**config.mk**
```make
export PLATFORM = sky130hd
export DESIGN_NAME = exec_task_slot_table_unit
export DESIGN_NICKNAME = d
export VERILOG_FILES = /design/src/sv/etst_pkg.sv /design/src/sv/etst_regs.sv /design/src/sv/etst_table.sv /design/src/sv/exec_task_slot_table_unit.sv
export SDC_FILE = /design/constraint.sdc
export NUM_CORES = 1
export LEC_CHECK = 0
export BUFFER_PORTS_ARGS = -buffer_cell sky130_fd_sc_hd__buf_4
export CORE_MARGIN = 3
export CORE_UTILIZATION = 40
export CTS_CLUSTER_DIAMETER = 60
export DETAILED_ROUTE_END_ITERATION = 6
export PLACE_DENSITY_LB_ADDON = 0.1
export REMOVE_ABC_BUFFERS = 1
export SYNTH_ARGS = -nofsm -noshare
export SYNTH_HDL_FRONTEND = slang
export SYNTH_SLANG_ARGS = --single-unit
```
**constraint.sdc**
```tcl
create_clock -name clk -period 12.2 [get_ports clk]
set_input_delay 2.44 -clock clk [delete_from_list [all_inputs] [get_ports clk]]
set_output_delay 2.44 -clock clk [all_outputs]
set_load 0.05 [all_outputs]
```
**src/sv/etst_pkg.sv**
```systemverilog
`default_nettype none
package etst_pkg;

  // Default sizes of the execution table
  localparam int TABLE_ENTRIES_DEF = 8;
  localparam int APP_SLOTS_DEF     = 4;

  // Reset values
  localparam logic [31:0] PID_START       = 32'd100;
  localparam logic        SHMEM_RESET     = 1'b1;
  localparam logic [5:0]  CHAN_BASE_RESET = 6'd34;

  // Configuration register indexes (byte address 4*index)
  typedef enum logic [0:0] {
    REG_SHMEM     = 1'b0,
    REG_CHAN_BASE = 1'b1
  } reg_idx_t;

  typedef enum logic [2:0] {
    CMD_LAUNCH = 3'd0,
    CMD_STATUS = 3'd1,
    CMD_WAIT   = 3'd2,
    CMD_KILL   = 3'd3,
    CMD_BAD    = 3'd4,
    CMD_NOTIFY = 3'd5
  } cmd_t;

  typedef enum logic [2:0] {
    STS_OK      = 3'd0,
    STS_FAIL    = 3'd1,
    STS_FULL    = 3'd2,
    STS_NO_SLOT = 3'd3,
    STS_BAD_OP  = 3'd4
  } sts_t;

  typedef enum logic [1:0] {
    ST_FREE    = 2'd0,
    ST_LOADING = 2'd1,
    ST_RUNNING = 2'd2,
    ST_DONE    = 2'd3
  } ent_state_t;

  // Reply lengths in words
  localparam logic [1:0] WORDS_SHORT  = 2'd1;
  localparam logic [1:0] WORDS_PID    = 2'd2;
  localparam logic [1:0] WORDS_STATUS = 2'd3;

  typedef struct packed {
    logic        shmem_mapped;
    logic [5:0]  slot_channel_base;
  } cfg_t;

  typedef struct packed {
    logic [2:0]  command;
    logic [31:0] exec_id;
    logic [31:0] cap_bits;
    logic        binary_is_wasm;
    logic [5:0]  channel;
  } req_t;

  typedef struct packed {
    logic [2:0]  status;
    logic [3:0]  exec_id_out;
    logic [1:0]  task_state;
    logic [31:0] pid;
    logic [1:0]  slot_out;
    logic [31:0] cap_mask_out;
    logic        binary_type;
    logic [1:0]  reply_words;
  } res_t;

endpackage
`default_nettype wire

```
**src/sv/etst_regs.sv**
```systemverilog
`default_nettype none
module etst_regs (
  input  wire logic          clk,
  input  wire logic          rst,
  input  wire logic          psel,
  input  wire logic          penable,
  input  wire logic          pwrite,
  input  wire logic [2:0]    paddr,
  input  wire logic [31:0]   pwdata,
  output logic [31:0]        prdata,
  output logic               pready,
  output etst_pkg::cfg_t     cfg
);

  etst_pkg::reg_idx_t idx;
  logic               wr_en;

  assign idx    = etst_pkg::reg_idx_t'(paddr[2]);
  assign wr_en  = psel && penable && pwrite;
  assign pready = 1'b1;

  // Write a register in the access phase
  always_ff @(posedge clk) begin
    if (rst) begin
      cfg.shmem_mapped      <= etst_pkg::SHMEM_RESET;
      cfg.slot_channel_base <= etst_pkg::CHAN_BASE_RESET;
    end else if (wr_en) begin
      unique case (idx)
        etst_pkg::REG_SHMEM:     cfg.shmem_mapped      <= pwdata[0];
        etst_pkg::REG_CHAN_BASE: cfg.slot_channel_base <= pwdata[5:0];
        default: ;
      endcase
    end
  end

  // Read back the addressed register
  always_comb begin
    unique case (idx)
      etst_pkg::REG_SHMEM:     prdata = {31'd0, cfg.shmem_mapped};
      etst_pkg::REG_CHAN_BASE: prdata = {26'd0, cfg.slot_channel_base};
      default:                 prdata = '0;
    endcase
  end

endmodule
`default_nettype wire

```
**src/sv/etst_table.sv**
```systemverilog
`default_nettype none
module etst_table #(
  parameter int TABLE_ENTRIES = etst_pkg::TABLE_ENTRIES_DEF,
  parameter int APP_SLOTS     = etst_pkg::APP_SLOTS_DEF
) (
  input  wire logic           clk,
  input  wire logic           rst,
  input  wire etst_pkg::cfg_t cfg,
  input  wire etst_pkg::req_t req,
  input  wire logic           fire,
  output etst_pkg::res_t      res,
  output logic                has_res
);

  localparam int IDX_W  = (TABLE_ENTRIES > 1) ? $clog2(TABLE_ENTRIES) : 1;
  localparam int SLOT_W = (APP_SLOTS > 1) ? $clog2(APP_SLOTS) : 1;

  // Entry store; the capability mask is forwarded directly and never read back
  etst_pkg::ent_state_t state [TABLE_ENTRIES];
  logic [SLOT_W-1:0]    slot  [TABLE_ENTRIES];
  logic [31:0]          pid   [TABLE_ENTRIES];
  logic [31:0]          pid_counter;

  logic                 free_found;
  logic [IDX_W-1:0]     free_idx;
  logic [APP_SLOTS-1:0] used;
  logic                 slot_found;
  logic [SLOT_W-1:0]    slot_idx;
  logic [6:0]           chan_diff;
  logic                 chan_hit;
  logic [SLOT_W-1:0]    chan_slot;
  logic                 ntf_found;
  logic [IDX_W-1:0]     ntf_idx;
  logic                 id_in_range;
  logic [31:0]          id_minus;
  logic [IDX_W-1:0]     lk_idx;
  logic                 lk_found;
  logic                 do_launch;
  logic                 do_kill;
  logic                 do_notify;
  logic [IDX_W:0]       new_id;
  etst_pkg::cmd_t       cmd;

  function automatic logic is_live(etst_pkg::ent_state_t s);
    return (s == etst_pkg::ST_LOADING) || (s == etst_pkg::ST_RUNNING);
  endfunction

  // Find the lowest free entry and the lowest unheld app slot
  always_comb begin
    free_found = 1'b0;
    free_idx   = '0;
    for (int i = 0; i < TABLE_ENTRIES; i++) begin
      if (!free_found && state[i] == etst_pkg::ST_FREE) begin
        free_found = 1'b1;
        free_idx   = IDX_W'(i);
      end
    end
    used = '0;
    for (int i = 0; i < TABLE_ENTRIES; i++) begin
      if (is_live(state[i])) used[slot[i]] = 1'b1;
    end
    slot_found = 1'b0;
    slot_idx   = '0;
    for (int s = 0; s < APP_SLOTS; s++) begin
      if (!slot_found && !used[s]) begin
        slot_found = 1'b1;
        slot_idx   = SLOT_W'(s);
      end
    end
  end

  // Map a notification channel to a slot and find its first live entry
  always_comb begin
    chan_diff = {1'b0, req.channel} - {1'b0, cfg.slot_channel_base};
    chan_hit  = (req.channel >= cfg.slot_channel_base) && (chan_diff < 7'(APP_SLOTS));
    chan_slot = SLOT_W'(chan_diff);
    ntf_found = 1'b0;
    ntf_idx   = '0;
    for (int i = 0; i < TABLE_ENTRIES; i++) begin
      if (!ntf_found && slot[i] == chan_slot && is_live(state[i])) begin
        ntf_found = 1'b1;
        ntf_idx   = IDX_W'(i);
      end
    end
  end

  // Look up an exec id
  assign id_in_range = (req.exec_id != 32'd0) && (req.exec_id <= 32'(TABLE_ENTRIES));
  assign id_minus    = req.exec_id - 32'd1;
  assign lk_idx      = id_minus[IDX_W-1:0];
  assign lk_found    = id_in_range && (state[lk_idx] != etst_pkg::ST_FREE);
  assign new_id      = {1'b0, free_idx} + (IDX_W+1)'(1);
  assign cmd         = etst_pkg::cmd_t'(req.command);

  // Build the reply and the table updates
  always_comb begin
    res             = '0;
    res.reply_words = etst_pkg::WORDS_SHORT;
    has_res         = 1'b1;
    do_launch       = 1'b0;
    do_kill         = 1'b0;
    do_notify       = 1'b0;
    unique case (cmd)
      etst_pkg::CMD_LAUNCH: begin
        if (!cfg.shmem_mapped) begin
          res.status = etst_pkg::STS_FAIL;
        end else if (!free_found) begin
          res.status = etst_pkg::STS_FULL;
        end else if (!slot_found) begin
          res.status = etst_pkg::STS_NO_SLOT;
        end else begin
          do_launch        = 1'b1;
          res.status       = etst_pkg::STS_OK;
          res.exec_id_out  = 4'(new_id);
          res.pid          = pid_counter;
          res.slot_out     = 2'(slot_idx);
          res.cap_mask_out = req.cap_bits;
          res.binary_type  = req.binary_is_wasm;
          res.reply_words  = etst_pkg::WORDS_PID;
        end
      end
      etst_pkg::CMD_STATUS: begin
        if (!lk_found) begin
          res.status = etst_pkg::STS_FAIL;
        end else begin
          res.task_state  = state[lk_idx];
          res.pid         = pid[lk_idx];
          res.reply_words = etst_pkg::WORDS_STATUS;
        end
      end
      etst_pkg::CMD_WAIT: begin
        if (!lk_found || state[lk_idx] != etst_pkg::ST_RUNNING) begin
          res.status = etst_pkg::STS_FAIL;
        end else begin
          res.pid         = pid[lk_idx];
          res.reply_words = etst_pkg::WORDS_PID;
        end
      end
      etst_pkg::CMD_KILL: begin
        if (!lk_found) res.status = etst_pkg::STS_FAIL;
        else           do_kill    = 1'b1;
      end
      etst_pkg::CMD_NOTIFY: begin
        has_res   = 1'b0;
        do_notify = chan_hit && ntf_found;
      end
      default: res.status = etst_pkg::STS_BAD_OP;
    endcase
  end

  // Update entry states; entries are freed only by reset
  always_ff @(posedge clk) begin
    if (rst) begin
      for (int i = 0; i < TABLE_ENTRIES; i++) state[i] <= etst_pkg::ST_FREE;
      pid_counter <= etst_pkg::PID_START;
    end else if (fire) begin
      if (do_launch) begin
        state[free_idx] <= etst_pkg::ST_RUNNING;
        pid_counter     <= pid_counter + 32'd1;
      end
      if (do_kill)   state[lk_idx]  <= etst_pkg::ST_DONE;
      if (do_notify) state[ntf_idx] <= etst_pkg::ST_DONE;
    end
  end

  // Store slot and pid of a launched entry
  always_ff @(posedge clk) begin
    if (fire && do_launch) begin
      slot[free_idx] <= slot_idx;
      pid[free_idx]  <= pid_counter;
    end
  end

endmodule
`default_nettype wire

```
**src/sv/exec_task_slot_table_unit.sv**
```systemverilog
`default_nettype none
// Channel   Direction  Handshake            Contents
// command   in         cmd_valid/cmd_stall  command, exec_id, cap_bits, binary_is_wasm, channel
// result    out        res_valid/res_stall  status, exec_id_out, task_state, pid, slot_out,
//                                           cap_mask_out, binary_type, reply_words
// config    in         APB psel/penable     shmem_mapped at 0, slot_channel_base at 4
//
// One request per cycle while the result side does not stall: a request is registered,
// then the table is searched and updated as the reply is loaded into the result register.
// Slot notifications give no reply and never wait on the result side.
// Synchronous reset frees every entry and sets the pid counter to 100.
// A stalled result holds the result register; the held request waits behind it.
module exec_task_slot_table_unit #(
  parameter int TABLE_ENTRIES = etst_pkg::TABLE_ENTRIES_DEF,
  parameter int APP_SLOTS     = etst_pkg::APP_SLOTS_DEF
) (
  input  wire logic        clk,
  input  wire logic        rst,
  input  wire logic        cmd_valid,
  output logic             cmd_stall,
  input  wire logic [2:0]  command,
  input  wire logic [31:0] exec_id,
  input  wire logic [31:0] cap_bits,
  input  wire logic        binary_is_wasm,
  input  wire logic [5:0]  channel,
  output logic             res_valid,
  input  wire logic        res_stall,
  output logic [2:0]       status,
  output logic [3:0]       exec_id_out,
  output logic [1:0]       task_state,
  output logic [31:0]      pid,
  output logic [1:0]       slot_out,
  output logic [31:0]      cap_mask_out,
  output logic             binary_type,
  output logic [1:0]       reply_words,
  input  wire logic        psel,
  input  wire logic        penable,
  input  wire logic        pwrite,
  input  wire logic [2:0]  paddr,
  input  wire logic [31:0] pwdata,
  output logic [31:0]      prdata,
  output logic             pready
);

  etst_pkg::cfg_t cfg;
  etst_pkg::req_t hold;
  etst_pkg::res_t res;
  etst_pkg::res_t res_q;
  logic           hold_valid;
  logic           has_res;
  logic           res_free;
  logic           advance;
  logic           accept;

  etst_regs u_regs (
    .clk     (clk),
    .rst     (rst),
    .psel    (psel),
    .penable (penable),
    .pwrite  (pwrite),
    .paddr   (paddr),
    .pwdata  (pwdata),
    .prdata  (prdata),
    .pready  (pready),
    .cfg     (cfg)
  );

  etst_table #(
    .TABLE_ENTRIES (TABLE_ENTRIES),
    .APP_SLOTS     (APP_SLOTS)
  ) u_table (
    .clk     (clk),
    .rst     (rst),
    .cfg     (cfg),
    .req     (hold),
    .fire    (advance),
    .res     (res),
    .has_res (has_res)
  );

  // Move the held request on when its reply has somewhere to go
  assign res_free  = !res_valid || !res_stall;
  assign advance   = hold_valid && (!has_res || res_free);
  assign cmd_stall = hold_valid && !advance;
  assign accept    = cmd_valid && !cmd_stall;

  // Hold the incoming request
  always_ff @(posedge clk) begin
    if (rst) begin
      hold_valid <= 1'b0;
    end else if (accept) begin
      hold_valid <= 1'b1;
    end else if (advance) begin
      hold_valid <= 1'b0;
    end
  end

  always_ff @(posedge clk) begin
    if (accept) begin
      hold.command        <= command;
      hold.exec_id        <= exec_id;
      hold.cap_bits       <= cap_bits;
      hold.binary_is_wasm <= binary_is_wasm;
      hold.channel        <= channel;
    end
  end

  // Load the result register; drop it once taken
  always_ff @(posedge clk) begin
    if (rst) begin
      res_valid <= 1'b0;
    end else if (res_free) begin
      res_valid <= advance && has_res;
    end
  end

  always_ff @(posedge clk) begin
    if (res_free && advance && has_res) res_q <= res;
  end

  assign status       = res_q.status;
  assign exec_id_out  = res_q.exec_id_out;
  assign task_state   = res_q.task_state;
  assign pid          = res_q.pid;
  assign slot_out     = res_q.slot_out;
  assign cap_mask_out = res_q.cap_mask_out;
  assign binary_type  = res_q.binary_type;
  assign reply_words  = res_q.reply_words;

endmodule
`default_nettype wire
```
==> Yosys cells after proc, flatten, opt, wreduce, memory -nomap -nowiden <==
Memories as Yosys holds them, arrays and structs flattened.
Index checks and enable logic that the tools add are counted.
{ "totals": {"reg_bits": 193, "ram_bits": 288, "input_bits": 116, "out_inout_bits": 113, "word_cells": 295, "memories": 3} }
{ "mem_list": {"columns": ["name", "depth", "width", "rd", "rd_clocked_by_memory_dff", "write_ports", "line_no", "rtl"], "rows": [
  ["u_table.pid", 8, 32, 1, 0, 1, "etst_table.sv:21", "logic [31:0] pid [TABLE_ENTRIES];"],
  ["u_table.slot", 8, 2, 8, 0, 1, "etst_table.sv:20", "logic [SLOT_W-1:0] slot [TABLE_ENTRIES];"],
  ["u_table.state", 8, 2, 9, 0, 8, "etst_table.sv:19", "etst_pkg::ent_state_t state [TABLE_ENTRIES];"]
]} }
{ "op_classes": {"add_sub_neg": 4, "magnitude_cmp": 19, "eq_ne": 29, "n_mux": 112, "n_bitwise": 8, "n_reduce_logical": 102} }
{ "op_table": {"columns": ["cell", "n"], "rows": [
  ["$mux W69", 3],
  ["$pmux W32 S3", 1],
  ["$mux W32", 2],
  ["$pmux W32 S2", 1],
  ["$mux W1", 62],
  ["$logic_and A1 B1 Y1", 46],
  ["$mux W3", 14],
  ["$add A32 B1 Y32 const B", 1],
  ["$le A32 B4 Y1 const B", 1],
  ["$mux W4", 8],
  ["$reduce_bool A32 Y1", 1],
  ["$or A4 B4 Y4", 7],
  ["$logic_not A1 Y1", 24],
  ["$lt A2 B3 Y1 const B", 8],
  ["$mux W2", 11],
  ["$demux W1 S2", 8],
  ["$eq A2 B1 Y1 const B", 8],
  ["$eq A2 B2 Y1", 8],
  ["$eq A2 B2 Y1 const B", 8],
  ["$ge A2 B1 Y1 const B", 8],
  ["$logic_not A2 Y1", 8],
  ["$pmux W3 S4", 1],
  ["$logic_or A1 B1 Y1", 11],
  ["$reduce_and A2 Y1", 4],
  ["other kinds (15)", 20]
]} }

==> Longest topological paths before layout <==
An unclocked memory read counts as a cell.
{ "logic_depth": {"depth_word": 41, "depth_mapped": 13, "mapped_depth_nobuf": 11} }

==> Hierarchy <==
A second synthesis with hierarchy kept.
{ "hier_totals": {"cells_unflattened": 1210, "area_unflattened_um2": 19660.1} }
{ "by_module_without_submodules": {"columns": ["module", "instances", "cells_each", "area_each_um2", "seq_area_each_um2"], "rows": [
  ["etst_table", 1, 978, 14427.6, 9208.8],
  ["exec_task_slot_table_unit", 1, 165, 4657.0, 4604.4],
  ["etst_regs", 1, 67, 575.6, 140.1]
]} }

==> Worst setup path after synthesis <==
No wires, ideal clock.
{ "synth_path": {"kind": "input to register", "startpoint": "input port res_stall", "endpoint": "register hold[0] (netlist name) (enable)", "setup_time_ns": 0.514, "arrival_ns": 6.139, "required_ns": 11.686, "slack_ns": 5.547, "path_stages": 3, "path_buffers": 0, "cell_sequence": "nand2_1 > nor2_1 > nor2b_1"} }
{ "synth_via": {"elab_chain_len": 8} }
{ "synth_lines": {"columns": ["element", "line_no", "rtl"], "rows": [
  ["from (decl)", "exec_task_slot_table_unit.sv:27", "input wire logic res_stall,"],
  ["$logic_not A1 Y1", "exec_task_slot_table_unit.sv:82", "assign res_free = !res_valid || !res_stall;"],
  ["$logic_or A1 B1 Y1", "exec_task_slot_table_unit.sv:82", null],
  ["$logic_or A1 B1 Y1", "exec_task_slot_table_unit.sv:83", "assign advance = hold_valid && (!has_res || res_free);"],
  ["$logic_and A1 B1 Y1", "exec_task_slot_table_unit.sv:83", null],
  ["$logic_not A1 Y1", "exec_task_slot_table_unit.sv:84", "assign cmd_stall = hold_valid && !advance;"],
  ["$logic_and A1 B1 Y1", "exec_task_slot_table_unit.sv:84", null],
  ["net cmd_stall", "exec_task_slot_table_unit.sv:20", "output logic cmd_stall,"],
  ["$logic_not A1 Y1", "exec_task_slot_table_unit.sv:85", "assign accept = cmd_valid && !cmd_stall;"],
  ["$logic_and A1 B1 Y1", "exec_task_slot_table_unit.sv:85", null],
  ["net accept", "exec_task_slot_table_unit.sv:53", "logic accept;"],
  ["to (decl)", "exec_task_slot_table_unit.sv:46", "etst_pkg::req_t hold;"]
]} }
The timed path passes the listed nets, and every way through them passes these cells.
A chain may end at the register's enable or synchronous reset.

==> Worst setup path in the final report <==
{ "layout_path": {"startpoint": "input port res_stall", "endpoint": "output port cmd_stall"} }
{ "layout_via": {"elab_chain_len": 6} }
{ "layout_lines": {"columns": ["element", "line_no"], "rows": [
  ["$logic_not A1 Y1", "exec_task_slot_table_unit.sv:82"],
  ["$logic_or A1 B1 Y1", "exec_task_slot_table_unit.sv:82"],
  ["$logic_or A1 B1 Y1", "exec_task_slot_table_unit.sv:83"],
  ["$logic_and A1 B1 Y1", "exec_task_slot_table_unit.sv:83"],
  ["$logic_not A1 Y1", "exec_task_slot_table_unit.sv:84"],
  ["$logic_and A1 B1 Y1", "exec_task_slot_table_unit.sv:84"],
  ["to (decl)", "exec_task_slot_table_unit.sv:20"]
]} }
No other way between the ends.

==> summary.md <==
| Metric | Value |
|---|---|
| Post-CTS resize count | `0` |
| End of the critical path | `cmd_stall` |
| Synth unique cells | `62` |
| First-pass GRT wire length | `about 68000 um` |
| Antenna violations before repair | `0` |
| Flops & latches, synth | `around 480` |
| Via count | `~11000` |
| Final Core Density | `between 40 and 50%` |
| Core outline area | `approximately 48000 sq um` |
| Violation count after the first detailed-route iteration | `883` |
| Hold Slack | `0.494 ns` |
| Final Slew Violations | `0` |
| Crit path cell chain | `buf_4, nand2_1, nor2_1, buf_4` |
| Post-synth top area share | `roughly two thirds` |
| ANT cells | `0` |
| DIE WIDTH | `roughly 230 um` |
| Post-synthesis cell count | `around 1200` |
| Post-DP HPWL | `26800 um` |
| Met2 WL | `approximately 22000 um` |
| Routed vias/inst | `roughly 5.4` |
| Slew HR | `between 20% and 30%` |
| Hold Path Class | `reg2reg` |
| R2r setup slk | `about 7.8 ns` |
| Clock slew at the register clock pins of the worst setup and hold paths | `0.06 ns` |
| Crit start category | `primary input` |
| Slew @ Worst Pin | `1.08 ns` |
| RSZ-0062 raised after global routing | `false` |
| EDFF count, synth | `432` |
| Inserted Clock Buffers | `between 50 and 60` |
| Register area share after synthesis | `71.4%` |
| Cells after DPL | `roughly 2000` |
| Share of cells above drive strength 1 | `between 20% and 30%` |
| RR Endpoint | `u_table.pid[3][15]$_DFFE_PP_` |
| Final setup fails | `0` |
| Critical path capture point type | `output port` |
| Synthesized area per cell | `16.1 sq um` |
| Largest net degree at the start of global routing | `69` |
| H-tree depth | `2` |
| Max FO, Critical Path | `6` |
| Cell with the most instances on the worst path | `buf_4` |
| Tcrit/Tclk final | `about 47%` |
| Hold-fix buffers, CTS | `0` |
| Post-route ant nets | `0` |
| Met1 Wirelength | `a little under 20000 um` |
| DRT Pass-1 Iters | `5` |
| Top area cells in the synthesized netlist | `edfxtp_1, mux4_2, dfxtp_1` |
| I/O Buffers | `between 150 and 200` |
| Synth area leader | `edfxtp_1` |
| Final Hold Vio Count | `0` |
| Top Layer Used | `met4` |
| TritonCTS clock tree | `done` |
| Critical path class | `in2out` |
| Die Area | `51500 sq um` |
| Crit-path slowest cell | `nor2_1` |
| Vias in the first global route | `between 10000 and 15000` |
| Clock Latency Late Sink | `between 0.5 and 0.6 ns` |
| Gr ovfl total | `0` |
| Critical Path Max Stage Delay | `about 0.31 ns` |
| Async SR Flop Fraction | `0%` |
| Sinks on Clock Net | `a little under 500` |
| Routed WL | `roughly 45000 um` |
| Critical Path AT | `3.24 ns` |
| Synthesized area | `19500 sq um` |
| Wirelength per Cell | `approximately 22 um` |
| Area growth, synth to finish | `19.2%` |
| PwrDens | `157 nW/um^2` |
| Layout Nets | `approximately 1500` |
| Placer Congestion | `around 0.81` |
| CTS Root Cell | `clkbuf_16` |
| Ys Warns | `0` |
| WP data required | `between 9 and 10 ns` |
| RR Startpoint | `u_table.state[5][0]$_DFFE_PP_` |
| Total global-route track usage | `between 10% and 20%` |
| Max-cap viol count | `0` |
| Peak supply drop | `0.000110 V` |
| # IOs | `approximately 230` |
| Final Non-Filler Cells | `2062` |
| Maximum clock frequency | `176 MHz` |
| Leak | `around 8.3 nW` |
| Post-CTS setup buffer count | `0` |
| FP Rows | `80` |
| Fillers | `about 4100` |
| Outcome | `finished clean` |
| Die Y | `227 um` |
| Worst Setup SP | `res_stall` |
| Min Clock Period, post-route | `~5.7 ns` |
| Effective utilization at floorplan | `between 40% and 50%` |
| Routed wl met3 | `2520 um` |
| R2R depth | `11` |
| Sum Neg Setup Slack | `0 ns` |
| Worst Skew | `0.0144 ns` |
| Clock Path Buffers | `3` |
| # DRC | `0` |
| Ys flop type | `edfxtp_1` |
-- cell usage after synthesis, drive strengths merged (3+ instances only) --
cell / count
edfxtp: 432
nand2: 79
mux4: 66
o21ai: 64
dfxtp: 49
buf: 47
mux2i: 47
and3: 46
inv: 39
a21oi: 36
nor2: 32
clkbuf: 31
nor4: 25
nand3: 23
ha: 18
or3: 18
o31ai: 15
and2: 13
xnor2: 13
xor2: 12
nand4: 11
nor3: 11
or4: 11
nor3b: 8
o22ai: 7
o32ai: 7
and4: 5
nand2b: 5
nand3b: 5
a31oi: 4
nor2b: 4
nor4b: 4
o211ai: 3
-- critical path, delay by kind of cell --
family / cells / cell delay [ns]
AND/OR/NAND/NOR: 2 / 0.45
buffers and inverters: 2 / 0.35
-- placed cells by master (no fill, tap or decap), types with 6 or more instances in the layout --
master     count
clkbuf_16     54
o22ai_1        7
o21ai_0       62
nor4_1        22
clkinv_1       6
or4_1         11
conb_1        27
clkinv_2       9
inv_1         39
and2_1        12
nor3b_1        8
o32ai_1        7
and3_1        45
nor2_1        27
mux4_2        66
xnor2_1       13
nand2_1       79
buf_4        192
a21oi_1       36
mux2i_1       47
o31ai_1       15
clkbuf_8      10
or3_1         18
nand3_1       23
xor2_1        11
ha_1          17
nor3_1         9
clkbuf_1       9
nand4_1       11
dfxtp_1       49
edfxtp_1     432
-- metal layers --
layer  track usage (%)  vias up
met3              4.02       62
met5                 0        -
li1                  -     5086
met1              23.7     5615
met2              29.1      281
met4              4.17        0
-- how the worst min path moves through the flow --
stage / from / end / slack [ns] / cells after the start
floorplan: u_table.state[6][1]$_SDFFE_PP1P_ / u_table.state[6][1]$_SDFFE_PP1P_ / 0.46 / 2
global placement: u_table.state[0][1]$_SDFFE_PP1P_ / u_table.state[0][1]$_SDFFE_PP1P_ / 0.48 / 2
detailed placement: u_table.state[0][1]$_SDFFE_PP1P_ / u_table.state[0][1]$_SDFFE_PP1P_ / 0.48 / 2
CTS: u_table.state[0][1]$_SDFFE_PP1P_ / u_table.state[0][1]$_SDFFE_PP1P_ / 0.49 / 2
global route: u_table.state[0][1]$_SDFFE_PP1P_ / u_table.state[0][1]$_SDFFE_PP1P_ / 0.52 / 2
finish: u_table.state[0][1]$_SDFFE_PP1P_ / u_table.state[0][1]$_SDFFE_PP1P_ / 0.49 / 2
-- final cells by class --
class                      count  area [sq um]  share of cell area (%)
clock inverter                22           243                    1.04
inverter                      39           146                   0.628
sequential                   481         14000                    59.9
multi-input combinational    640          5220                    22.4
clock buffer                  73          1520                    6.54
timing repair buffer         192          1440                    6.19
tap                          615           769                    3.30
-- power by group --
group	switching (W)	internal (W)	leakage (nW)	total, W
Combinational	0.000158	0.0000900	2.89	0.000248
Clock	0.000628	0.000972	0.875	0.00160
Sequential	0.00000943	0.00181	4.57	0.00182
Total	0.000795	0.00287	8.33	0.00367
-- registers in the layout, summed over array words and instances, names as in the netlist, 4 cells and up --
name                 flops
u_table.pid            256
hold                    74
cap_mask_out            32
pid                     32
u_table.pid_counter     32
u_table.slot            16
u_table.state           16
u_regs.cfg               7
exec_id_out              4
-- cells by family (layout without fill, tap and decap cells) --
logic type      Yosys count  after routing  synth area share [%]
other cells               2             27                0.0384
mux                     114            114                  10.1
flops                   481            481                  71.4
simple gates            305            305                  8.69
fa+ha+maj                19             19                  1.25
buf+inv                 117            326                  2.84
xor+xnor                 25             25                  1.16
compound gates          150            150                  4.54
-- stage by stage --
step           power, W  area [sq um]  worst slack, ns
2_1_floorplan   0.00203         19200             4.47
5_1_grt         0.00380         23300             6.48
3_5_place_dp    0.00211         21500             6.55
6_report        0.00367         23300             6.52
3_3_place_gp    0.00210         21500             6.55
4_1_cts         0.00372         23300             6.54
No activity file was read; power rests on OpenSTA's default activity.
